## src/hw/rtl/srpc_pkg.sv

```systemverilog
// Package for the separator run pause classifier.
// Holds the payload structs, the run record type, constants and the helper functions.
// No dependencies.
`default_nettype none

package srpc_pkg;

	// Pause kind codes.
	localparam logic [2:0] KIND_SPACE    = 3'd0;
	localparam logic [2:0] KIND_COMMA    = 3'd1;
	localparam logic [2:0] KIND_CLAUSE   = 3'd2;
	localparam logic [2:0] KIND_PERIOD   = 3'd3;
	localparam logic [2:0] KIND_QUESTION = 3'd4;
	localparam logic [2:0] KIND_EXCLAIM  = 3'd5;
	localparam logic [2:0] KIND_NEWLINE  = 3'd6;

	// Bit positions in the seen-flag vector.
	localparam int FLG_NL  = 0;
	localparam int FLG_Q   = 1;
	localparam int FLG_EXC = 2;
	localparam int FLG_PER = 3;
	localparam int FLG_CLS = 4;
	localparam int FLG_COM = 5;
	localparam int FLAG_W  = 6;

	// Strength multiplier constants in Q16.
	localparam logic [31:0] MUL_ONE  = 32'd65536;
	localparam logic [31:0] MUL_STEP = 32'd9830;
	localparam logic [31:0] MUL_MAX  = 32'd131072;
	localparam logic [31:0] MUL_HALF = 32'd32768;
	localparam logic [7:0]  CNT_MAX  = 8'd255;
	localparam logic [2:0]  BIN_MAX  = 3'd4;

	// Default depth of the run record queue.
	localparam int QUEUE_DEPTH_DEF = 4;

	// Byte codes.
	localparam logic [7:0] CH_TAB   = 8'h09;
	localparam logic [7:0] CH_LF    = 8'h0A;
	localparam logic [7:0] CH_CR    = 8'h0D;
	localparam logic [7:0] CH_SPACE = 8'h20;
	localparam logic [7:0] CH_EXC   = 8'h21;
	localparam logic [7:0] CH_COMMA = 8'h2C;
	localparam logic [7:0] CH_DOT   = 8'h2E;
	localparam logic [7:0] CH_COLON = 8'h3A;
	localparam logic [7:0] CH_SEMI  = 8'h3B;
	localparam logic [7:0] CH_QUEST = 8'h3F;

	typedef struct packed {
		logic [7:0] text_byte;
		logic       is_last;
	} in_item_t;

	typedef struct packed {
		logic [2:0] pause_kind;
		logic [7:0] run_strength;
		logic [2:0] strength_bin;
	} out_item_t;

	// One finished run, as the front hands it to the back.
	typedef struct packed {
		logic [FLAG_W-1:0] flags;
		logic [7:0]        count;
	} run_rec_t;

	// True for C-locale whitespace and the separator punctuation.
	function automatic logic is_sep(input logic [7:0] c);
		logic ws;
		ws = (c == CH_SPACE) || (c >= CH_TAB && c <= CH_CR);
		return ws || c == CH_COMMA || c == CH_SEMI || c == CH_COLON ||
			c == CH_DOT || c == CH_QUEST || c == CH_EXC;
	endfunction

	// Flag that a separator byte sets; plain whitespace sets none.
	function automatic logic [FLAG_W-1:0] flag_of(input logic [7:0] c);
		logic [FLAG_W-1:0] f;
		f = '0;
		case (c)
			CH_LF, CH_CR:     f[FLG_NL]  = 1'b1;
			CH_COMMA:         f[FLG_COM] = 1'b1;
			CH_SEMI, CH_COLON: f[FLG_CLS] = 1'b1;
			CH_DOT:           f[FLG_PER] = 1'b1;
			CH_QUEST:         f[FLG_Q]   = 1'b1;
			CH_EXC:           f[FLG_EXC] = 1'b1;
			default:          f = '0;
		endcase
		return f;
	endfunction

	// Highest-priority kind among the seen flags.
	function automatic logic [2:0] kind_of(input logic [FLAG_W-1:0] f);
		logic [2:0] k;
		if (f[FLG_NL])       k = KIND_NEWLINE;
		else if (f[FLG_Q])   k = KIND_QUESTION;
		else if (f[FLG_EXC]) k = KIND_EXCLAIM;
		else if (f[FLG_PER]) k = KIND_PERIOD;
		else if (f[FLG_CLS]) k = KIND_CLAUSE;
		else if (f[FLG_COM]) k = KIND_COMMA;
		else                 k = KIND_SPACE;
		return k;
	endfunction

	// Rounded bin of the clamped multiplier 1 + 0.15*(s-1).
	function automatic logic [2:0] bin_of(input logic [7:0] s);
		logic [31:0] m;
		logic [31:0] b;
		logic [2:0]  r;
		m = MUL_ONE + ({24'd0, s} - 32'd1) * MUL_STEP;
		if (m > MUL_MAX) m = MUL_MAX;
		b = (((m - MUL_ONE) << 2) + MUL_HALF) >> 16;
		if (s <= 8'd1 || m <= MUL_ONE) r = 3'd0;
		else if (m >= MUL_MAX || b > 32'(BIN_MAX)) r = BIN_MAX;
		else r = b[2:0];
		return r;
	endfunction

endpackage

`default_nettype wire

```

## src/hw/rtl/srpc_front.sv

```systemverilog
// Front end: accepts text bytes, tracks the open separator run and
// pushes one run record when the run closes. Depends on srpc_pkg.
`default_nettype none

module srpc_front import srpc_pkg::*; (
	input  wire logic     clk,
	input  wire logic     arst_n,
	input  wire logic     in_valid,
	output logic          in_ready,
	input  wire in_item_t in_item,
	output logic          push_valid,
	output run_rec_t      push_rec,
	input  wire logic     push_ready
);

	logic              in_run_q;
	logic [FLAG_W-1:0] flags_q;
	logic [7:0]        count_q;

	logic              sep;
	logic [FLAG_W-1:0] flags_nxt;
	logic [7:0]        count_nxt;
	logic              emit;
	logic              accept;

	// Classify the byte and form the updated run.
	always_comb begin
		sep       = is_sep(in_item.text_byte);
		flags_nxt = flags_q | flag_of(in_item.text_byte);
		count_nxt = (count_q == CNT_MAX) ? count_q : count_q + 8'd1;
		emit      = sep ? in_item.is_last : in_run_q;
		in_ready  = push_ready;
		accept    = in_valid && in_ready;
		push_valid = accept && emit;
		if (sep) begin
			push_rec.flags = flags_nxt;
			push_rec.count = count_nxt;
		end else begin
			push_rec.flags = flags_q;
			push_rec.count = count_q;
		end
	end

	// Run state; a closed run leaves the state clear for the next one.
	always_ff @(posedge clk or negedge arst_n) begin
		if (!arst_n) begin
			in_run_q <= 1'b0;
			flags_q  <= '0;
			count_q  <= '0;
		end else if (accept) begin
			if (emit) begin
				in_run_q <= 1'b0;
				flags_q  <= '0;
				count_q  <= '0;
			end else if (sep) begin
				in_run_q <= 1'b1;
				flags_q  <= flags_nxt;
				count_q  <= count_nxt;
			end
		end
	end

`ifndef SYNTHESIS
	// An open run always holds at least one separator.
	a_run_count: assert property (@(posedge clk) disable iff (!arst_n)
		in_run_q |-> count_q != 8'd0)
		else $error("open run with zero count");

	// Outside a run the run state is clear.
	a_idle_clear: assert property (@(posedge clk) disable iff (!arst_n)
		!in_run_q |-> (count_q == 8'd0 && flags_q == '0))
		else $error("stale run state outside a run");

	// A final separator byte always closes its run in the same beat.
	a_last_sep: assert property (@(posedge clk) disable iff (!arst_n)
		(accept && sep && in_item.is_last) |-> push_valid)
		else $error("final separator did not close the run");
`endif

endmodule

`default_nettype wire

```

## src/hw/rtl/srpc_fifo.sv

```systemverilog
// Short queue of run records between the front and the back.
// Depends on srpc_pkg for the run record type.
`default_nettype none

module srpc_fifo import srpc_pkg::*; #(
	parameter int DEPTH = QUEUE_DEPTH_DEF
) (
	input  wire logic     clk,
	input  wire logic     arst_n,
	input  wire logic     push_valid,
	input  wire run_rec_t push_rec,
	output logic          push_ready,
	output logic          pop_valid,
	output run_rec_t      pop_rec,
	input  wire logic     pop
);

	localparam int PTR_W = $clog2(DEPTH);
	localparam int CNT_W = $clog2(DEPTH + 1);
	localparam logic [PTR_W-1:0] PTR_LAST = PTR_W'(DEPTH - 1);
	localparam logic [CNT_W-1:0] CNT_FULL = CNT_W'(DEPTH);

	run_rec_t         mem_q [DEPTH];
	logic [PTR_W-1:0] wr_ptr_q;
	logic [PTR_W-1:0] rd_ptr_q;
	logic [CNT_W-1:0] fill_q;
	logic             do_push;

	always_comb begin
		push_ready = (fill_q != CNT_FULL);
		pop_valid  = (fill_q != '0);
		pop_rec    = mem_q[rd_ptr_q];
		do_push    = push_valid && push_ready;
	end

	// Storage for queued records.
	always_ff @(posedge clk) begin
		if (do_push) begin
			mem_q[wr_ptr_q] <= push_rec;
		end
	end

	// Pointers and fill level.
	always_ff @(posedge clk or negedge arst_n) begin
		if (!arst_n) begin
			wr_ptr_q <= '0;
			rd_ptr_q <= '0;
			fill_q   <= '0;
		end else begin
			if (do_push) begin
				wr_ptr_q <= (wr_ptr_q == PTR_LAST) ? '0 : wr_ptr_q + PTR_W'(1);
			end
			if (pop) begin
				rd_ptr_q <= (rd_ptr_q == PTR_LAST) ? '0 : rd_ptr_q + PTR_W'(1);
			end
			if (do_push && !pop) begin
				fill_q <= fill_q + CNT_W'(1);
			end else if (pop && !do_push) begin
				fill_q <= fill_q - CNT_W'(1);
			end
		end
	end

`ifndef SYNTHESIS
	// The fill level never passes the depth.
	a_fill_max: assert property (@(posedge clk) disable iff (!arst_n)
		fill_q <= CNT_FULL)
		else $error("queue overfilled");

	// The back never pops an empty queue.
	a_no_underflow: assert property (@(posedge clk) disable iff (!arst_n)
		pop |-> pop_valid)
		else $error("pop from empty queue");

	// Pointers meet when the queue is empty or full.
	a_ptr_gap: assert property (@(posedge clk) disable iff (!arst_n)
		(fill_q == '0 || fill_q == CNT_FULL) |-> wr_ptr_q == rd_ptr_q)
		else $error("queue pointers out of step");
`endif

endmodule

`default_nettype wire

```

## src/hw/rtl/srpc_back.sv

```systemverilog
// Back end: turns a queued run record into kind, strength and bin,
// and holds the result in the output register. Depends on srpc_pkg.
`default_nettype none

module srpc_back import srpc_pkg::*; (
	input  wire logic     clk,
	input  wire logic     arst_n,
	input  wire logic     rec_valid,
	input  wire run_rec_t rec,
	output logic          pop,
	output logic          out_valid,
	input  wire logic     out_ready,
	output out_item_t     out_item
);

	logic      out_valid_q;
	out_item_t out_item_q;
	out_item_t res;
	logic [7:0] strength;

	// Decode the record; a zero count still counts as one.
	always_comb begin
		strength         = (rec.count == 8'd0) ? 8'd1 : rec.count;
		res.pause_kind   = kind_of(rec.flags);
		res.run_strength = strength;
		res.strength_bin = bin_of(strength);
		pop              = rec_valid && (!out_valid_q || out_ready);
		out_valid        = out_valid_q;
		out_item         = out_item_q;
	end

	// Output register valid flag.
	always_ff @(posedge clk or negedge arst_n) begin
		if (!arst_n) begin
			out_valid_q <= 1'b0;
		end else if (pop) begin
			out_valid_q <= 1'b1;
		end else if (out_ready) begin
			out_valid_q <= 1'b0;
		end
	end

	// Output register payload.
	always_ff @(posedge clk) begin
		if (pop) begin
			out_item_q <= res;
		end
	end

endmodule

`default_nettype wire

```

## src/hw/rtl/separator_run_pause_classifier.sv

```systemverilog
// Separator run pause classifier: one text byte per cycle in, one result per run out.
// Throughput: one byte accepted every cycle while the run queue has room.
// The record of a closed run is written into the run queue, then loads the output
// register once that register is empty or its result is being taken.
// Reset clears the open run state, empties the queue and drops the output valid.
// Depends on srpc_pkg, srpc_front, srpc_fifo and srpc_back.
`default_nettype none

module separator_run_pause_classifier import srpc_pkg::*; #(
	parameter int QUEUE_DEPTH = QUEUE_DEPTH_DEF
) (
	input  wire logic      clk,
	input  wire logic      arst_n,
	input  wire logic      in_valid,
	output logic           in_ready,
	input  wire in_item_t  in_item,
	output logic           out_valid,
	input  wire logic      out_ready,
	output out_item_t      out_item
);

	logic     push_valid;
	logic     push_ready;
	run_rec_t push_rec;
	logic     rec_valid;
	run_rec_t rec;
	logic     pop;

	// Byte classification and run tracking.
	srpc_front u_front (
		.clk        (clk),
		.arst_n     (arst_n),
		.in_valid   (in_valid),
		.in_ready   (in_ready),
		.in_item    (in_item),
		.push_valid (push_valid),
		.push_rec   (push_rec),
		.push_ready (push_ready)
	);

	// Queue of finished runs.
	srpc_fifo #(
		.DEPTH (QUEUE_DEPTH)
	) u_fifo (
		.clk        (clk),
		.arst_n     (arst_n),
		.push_valid (push_valid),
		.push_rec   (push_rec),
		.push_ready (push_ready),
		.pop_valid  (rec_valid),
		.pop_rec    (rec),
		.pop        (pop)
	);

	// Result decode and output register.
	srpc_back u_back (
		.clk       (clk),
		.arst_n    (arst_n),
		.rec_valid (rec_valid),
		.rec       (rec),
		.pop       (pop),
		.out_valid (out_valid),
		.out_ready (out_ready),
		.out_item  (out_item)
	);

endmodule

`default_nettype wire

```

## config.mk

```make
export PLATFORM = sky130hd
export DESIGN_NAME = separator_run_pause_classifier
export DESIGN_NICKNAME = d
export VERILOG_FILES = /design/src/hw/rtl/srpc_pkg.sv /design/src/hw/rtl/srpc_front.sv /design/src/hw/rtl/srpc_fifo.sv /design/src/hw/rtl/srpc_back.sv /design/src/hw/rtl/separator_run_pause_classifier.sv
export SDC_FILE = /design/constraint.sdc
export NUM_CORES = 1
export LEC_CHECK = 0
export ABC_AREA = 1
export ABC_CLOCK_PERIOD_IN_PS = 10050
export BUFFER_PORTS_ARGS = -buffer_cell sky130_fd_sc_hd__buf_2
export CAP_MARGIN = 20
export CELL_PAD_IN_SITES_DETAIL_PLACEMENT = 1
export CELL_PAD_IN_SITES_GLOBAL_PLACEMENT = 1
export CORE_MARGIN = 2
export CORE_UTILIZATION = 30
export CTS_CLUSTER_SIZE = 30
export DETAILED_ROUTE_END_ITERATION = 16
export GPL_TIMING_DRIVEN = 0
export PLACE_DENSITY_LB_ADDON = 0.05
export REMOVE_ABC_BUFFERS = 1
export SYNTH_ARGS = -nofsm -noshare
export SYNTH_HDL_FRONTEND = slang
export SYNTH_HIERARCHICAL = 1
export SYNTH_SLANG_ARGS = --single-unit
```

## constraint.sdc

```tcl
create_clock -name clk -period 10.05 [get_ports clk]
set_clock_uncertainty 0.2 [all_clocks]
set_input_delay 0.5025 -clock clk [delete_from_list [all_inputs] [get_ports clk]]
set_output_delay 0.5025 -clock clk [all_outputs]
set_load 0.02 [all_outputs]
```

==> results.json <==
{
  "status": "complete, no violations",
  "vias": 6443,
  "synth.area.top_cells": "edfxtp_1 25%, nand2_1 13%, ha_1 11%",
  "place_congestion": 0.7591,
  "fin_nets": 1204,
  "synth_adder_area_share": 0.2006,
  "yosysTopAreaCellShare": 0.2530,
  "period_share": 0.9175,
  "grt_max_degree": 58,
  "path_class": "register to register",
  "clockBufferDepth": 2,
  "ys_warn_count": 6,
  "clkLatencyLatePin_ps": 330,
  "rows": 60,
  "dieHeight_um": 170.4,
  "die_w_um": 170.4,
  "grt_overflow": 0,
  "netlist_area_um2": 8308,
  "setup_viol_count_final": 0,
  "slew_violations": 0,
  "wl_per_cell_um": 14.29,
  "crit_arrival_ps": 9110,
  "cts-buffers-inserted": 9,
  "grt.met2_usage": 0.2891,
  "htree_levels": 3,
  "synth-xor-area-share": 0.01054,
  "boundaryPins": 29,
  "drive_gt1_frac": 0.1475,
  "first_iter_violations": 152,
  "port_buffers": 28,
  "ant_nets": 0,
  "max_stage_delay_ps": 600,
  "synthSimpleGateAreaFrac": 0.2771,
  "grt_pass1_vias": 6622,
  "register_area_um2": 2683,
  "rsz0062_at_grt": "false",
  "fill_cells": 3332,
  "cpLargestDelayFamily": "adder cells",
  "cp.buffers_inverters": 8,
  "cap_viol_max_count": 0,
  "clkTransAtPathRegs_ps": 70,
  "synth_top_area_cell": "edfxtp_1",
  "fmax_ghz": 0.1084,
  "post-route-min-period_ps": 9221,
  "met3_usage": 0.01047,
  "synth_top_family_by_area": "simple AND/OR/NAND/NOR gates",
  "antenna_found_initial": 0,
  "relSlewSlack": 0.4150,
  "initial_core_util": 0.3066,
  "crit_path_start_kind": "register",
  "tightestPinTransition_ps": 876.5,
  "synth.distinct_cells": 43,
  "drcViolationCount": 0,
  "wl_um": 20830,
  "seq_area_frac_synth": 0.3223,
  "worst_path_most_repeated_cell": "inv_1",
  "end_kind": "register",
  "worst_ep_required_time_ps": 9940,
  "grtUsageMet1": 0.1840,
  "cts_root_buffer": "clkbuf_16",
  "min_path_type": "input pin to register",
  "viasPerCell": 4.422,
  "dr.pass1.iters": 6,
  "setup_tns_ps": 0,
  "grt_pass1_wl_um": 34250,
  "grtUsageTotal": 0.1500,
  "final_cell_area_um2": 9223,
  "area_delta_synth_final_pct": 11.01,
  "finalHoldViolCount": 0,
  "coreArea_um2": 27100,
  "ys_ff_latch": 93,
  "die_area_um2": 29040,
  "cts_tree": "built",
  "avgSynthCellArea_um2": 7.882,
  "diodes": 0,
  "dp.final_hpwl_um": 17040,
  "multi_input_area_um2": 4608,
  "place_area_um2": 8842,
  "crit_fanout": 16,
  "crit_slowest_cell": "dfrtp_4",
  "synthCells": 1054,
  "cts.sinks": 93,
  "busiest_layer": "met2",
  "synthMuxAreaShare": 0,
  "synth_compound_area_frac": 0.05994
}
[worst paths after layout]
path / slack [ps] / start / cells past startpoint / endpoint
max: 830 / u_fifo/rd_ptr_q[1] / 46 / u_back/out_item[2]
min: 210 / out_ready / 4 / u_back/out_valid
max reg2reg: 830 / u_fifo/rd_ptr_q[1] / 46 / u_back/out_item[2]
min reg2reg: 280 / u_front/flags_q[4] / 2 / u_front/flags_q[4]
max in group asynchronous: 8700 / arst_n / 2 / u_fifo/rd_ptr_q[1]
min in group asynchronous: 500 / arst_n / 2 / u_fifo/wr_ptr_q[1]
[timing repair]
action                                  CTS  global route
hold endpoints to repair                 14             0
endpoints found under the setup margin    3             3
pin swaps                                 0             1
gates cloned                              0             1
gates resized for setup                   4            18
hold buffers                              1             0
buffers inserted                          0             2
[state kept, by name, indices dropped and copies added (netlist names)]
| signal | flops |
|---|---|
| u_back/out_item | 14 |
| u_back/out_valid | 1 |
| u_fifo/fill_q | 3 |
| u_fifo/mem_q | 56 |
| u_fifo/rd_ptr_q | 2 |
| u_fifo/wr_ptr_q | 2 |
| u_front/count_q | 8 |
| u_front/flags_q | 6 |
| u_front/in_run_q | 1 |
[routing by layer]
layer  wire (um)  vias to the layer above
met5           0                        -
met4         223                        0
met3         184                       12
met2       10860                       28
met1        9561                     3047
li1            -                     3356
[worst reg2reg max path, delay by kind of cell (launching register included)]
kind	cells	cell delay (ps)
fa+ha+maj	9	3580
simple gates	24	3240
xor+xnor	1	200
compound gates	4	420
buf+inv	8	720
flops	1	600
[cells in the mapped netlist, drive strengths merged]
| library cell | number |
|---|---|
| nand2 | 305 |
| inv | 242 |
| nor2 | 77 |
| ha | 74 |
| edfxtp | 70 |
| nand3 | 70 |
| fa | 37 |
| nand4 | 33 |
| o211ai | 28 |
| dfrtp | 23 |
| o21ai | 18 |
| a21oi | 16 |
| buf | 14 |
| nor3 | 8 |
| clkbuf | 7 |
| clkinv | 6 |
| xor2 | 6 |
| xnor2 | 4 |
| and2 | 3 |
| nand3b | 3 |
| a31oi | 2 |
| o21bai | 2 |
| a21boi | 1 |
| a31o | 1 |
| nor4 | 1 |
| o311ai | 1 |
| or2 | 1 |
| or3 | 1 |
[final cells by class]
type                       instances  share of cell area
clock buffer                       9             0.02442
clock inverter                     7            0.004613
inverter                         248              0.1046
multi-input combinational        692              0.4997
sequential                        93              0.2909
tap                              372             0.05047
timing repair buffer              35             0.02442
timing repair inverter             1           0.0009497
[through the flow]
| step | util | hold WS, ps | instances | setup WS [ps] |
|---|---|---|---|---|
| floorplan | - | 6.909 | 1033 | 1558 |
| global placement | 0.3235 | 249.7 | 1433 | -444.1 |
| detailed placement | 0.3263 | 268.5 | 1437 | -387.0 |
| CTS | 0.3368 | 198.5 | 1454 | 66.63 |
| global route | 0.3403 | 232.9 | 1457 | 6.281 |
| finish | 0.3403 | 211.0 | 1457 | 828.8 |
[cell usage in the layout, fill, tap and decap left out, drive strengths merged, types with 2 or more instances in the layout]
master    Yosys  routed
nand4        33      33
clkbuf        7       9
xnor2         4       4
nor2         77      77
nor3          8       8
nand3b        3       3
fa           37      37
nand2       305     305
inv         242     242
ha           74      74
o21bai        2       2
clkinv        6      10
nand3        70      70
a21oi        16      16
o211ai       28      28
dfrtp        23      23
a31oi         2       2
and2          3       3
clkinvlp      0       3
o21ai        18      18
buf          14      34
xor2          6       6
edfxtp       70      70
[cell families (layout without fill, tap and decap cells)]
group / count (synthesis) / in the layout
DFF: 93 / 93
xor gates and xnor gates: 10 / 10
buffers and inverters: 269 / 300
adders and majority gates: 111 / 111
AOI/OAI and AO/OA: 69 / 69
and+or+nand+nor: 502 / 502
Power is left out: the tool's default activity adds up to more than one toggle a clock period on the data nets, which glitch-free logic cannot reach.
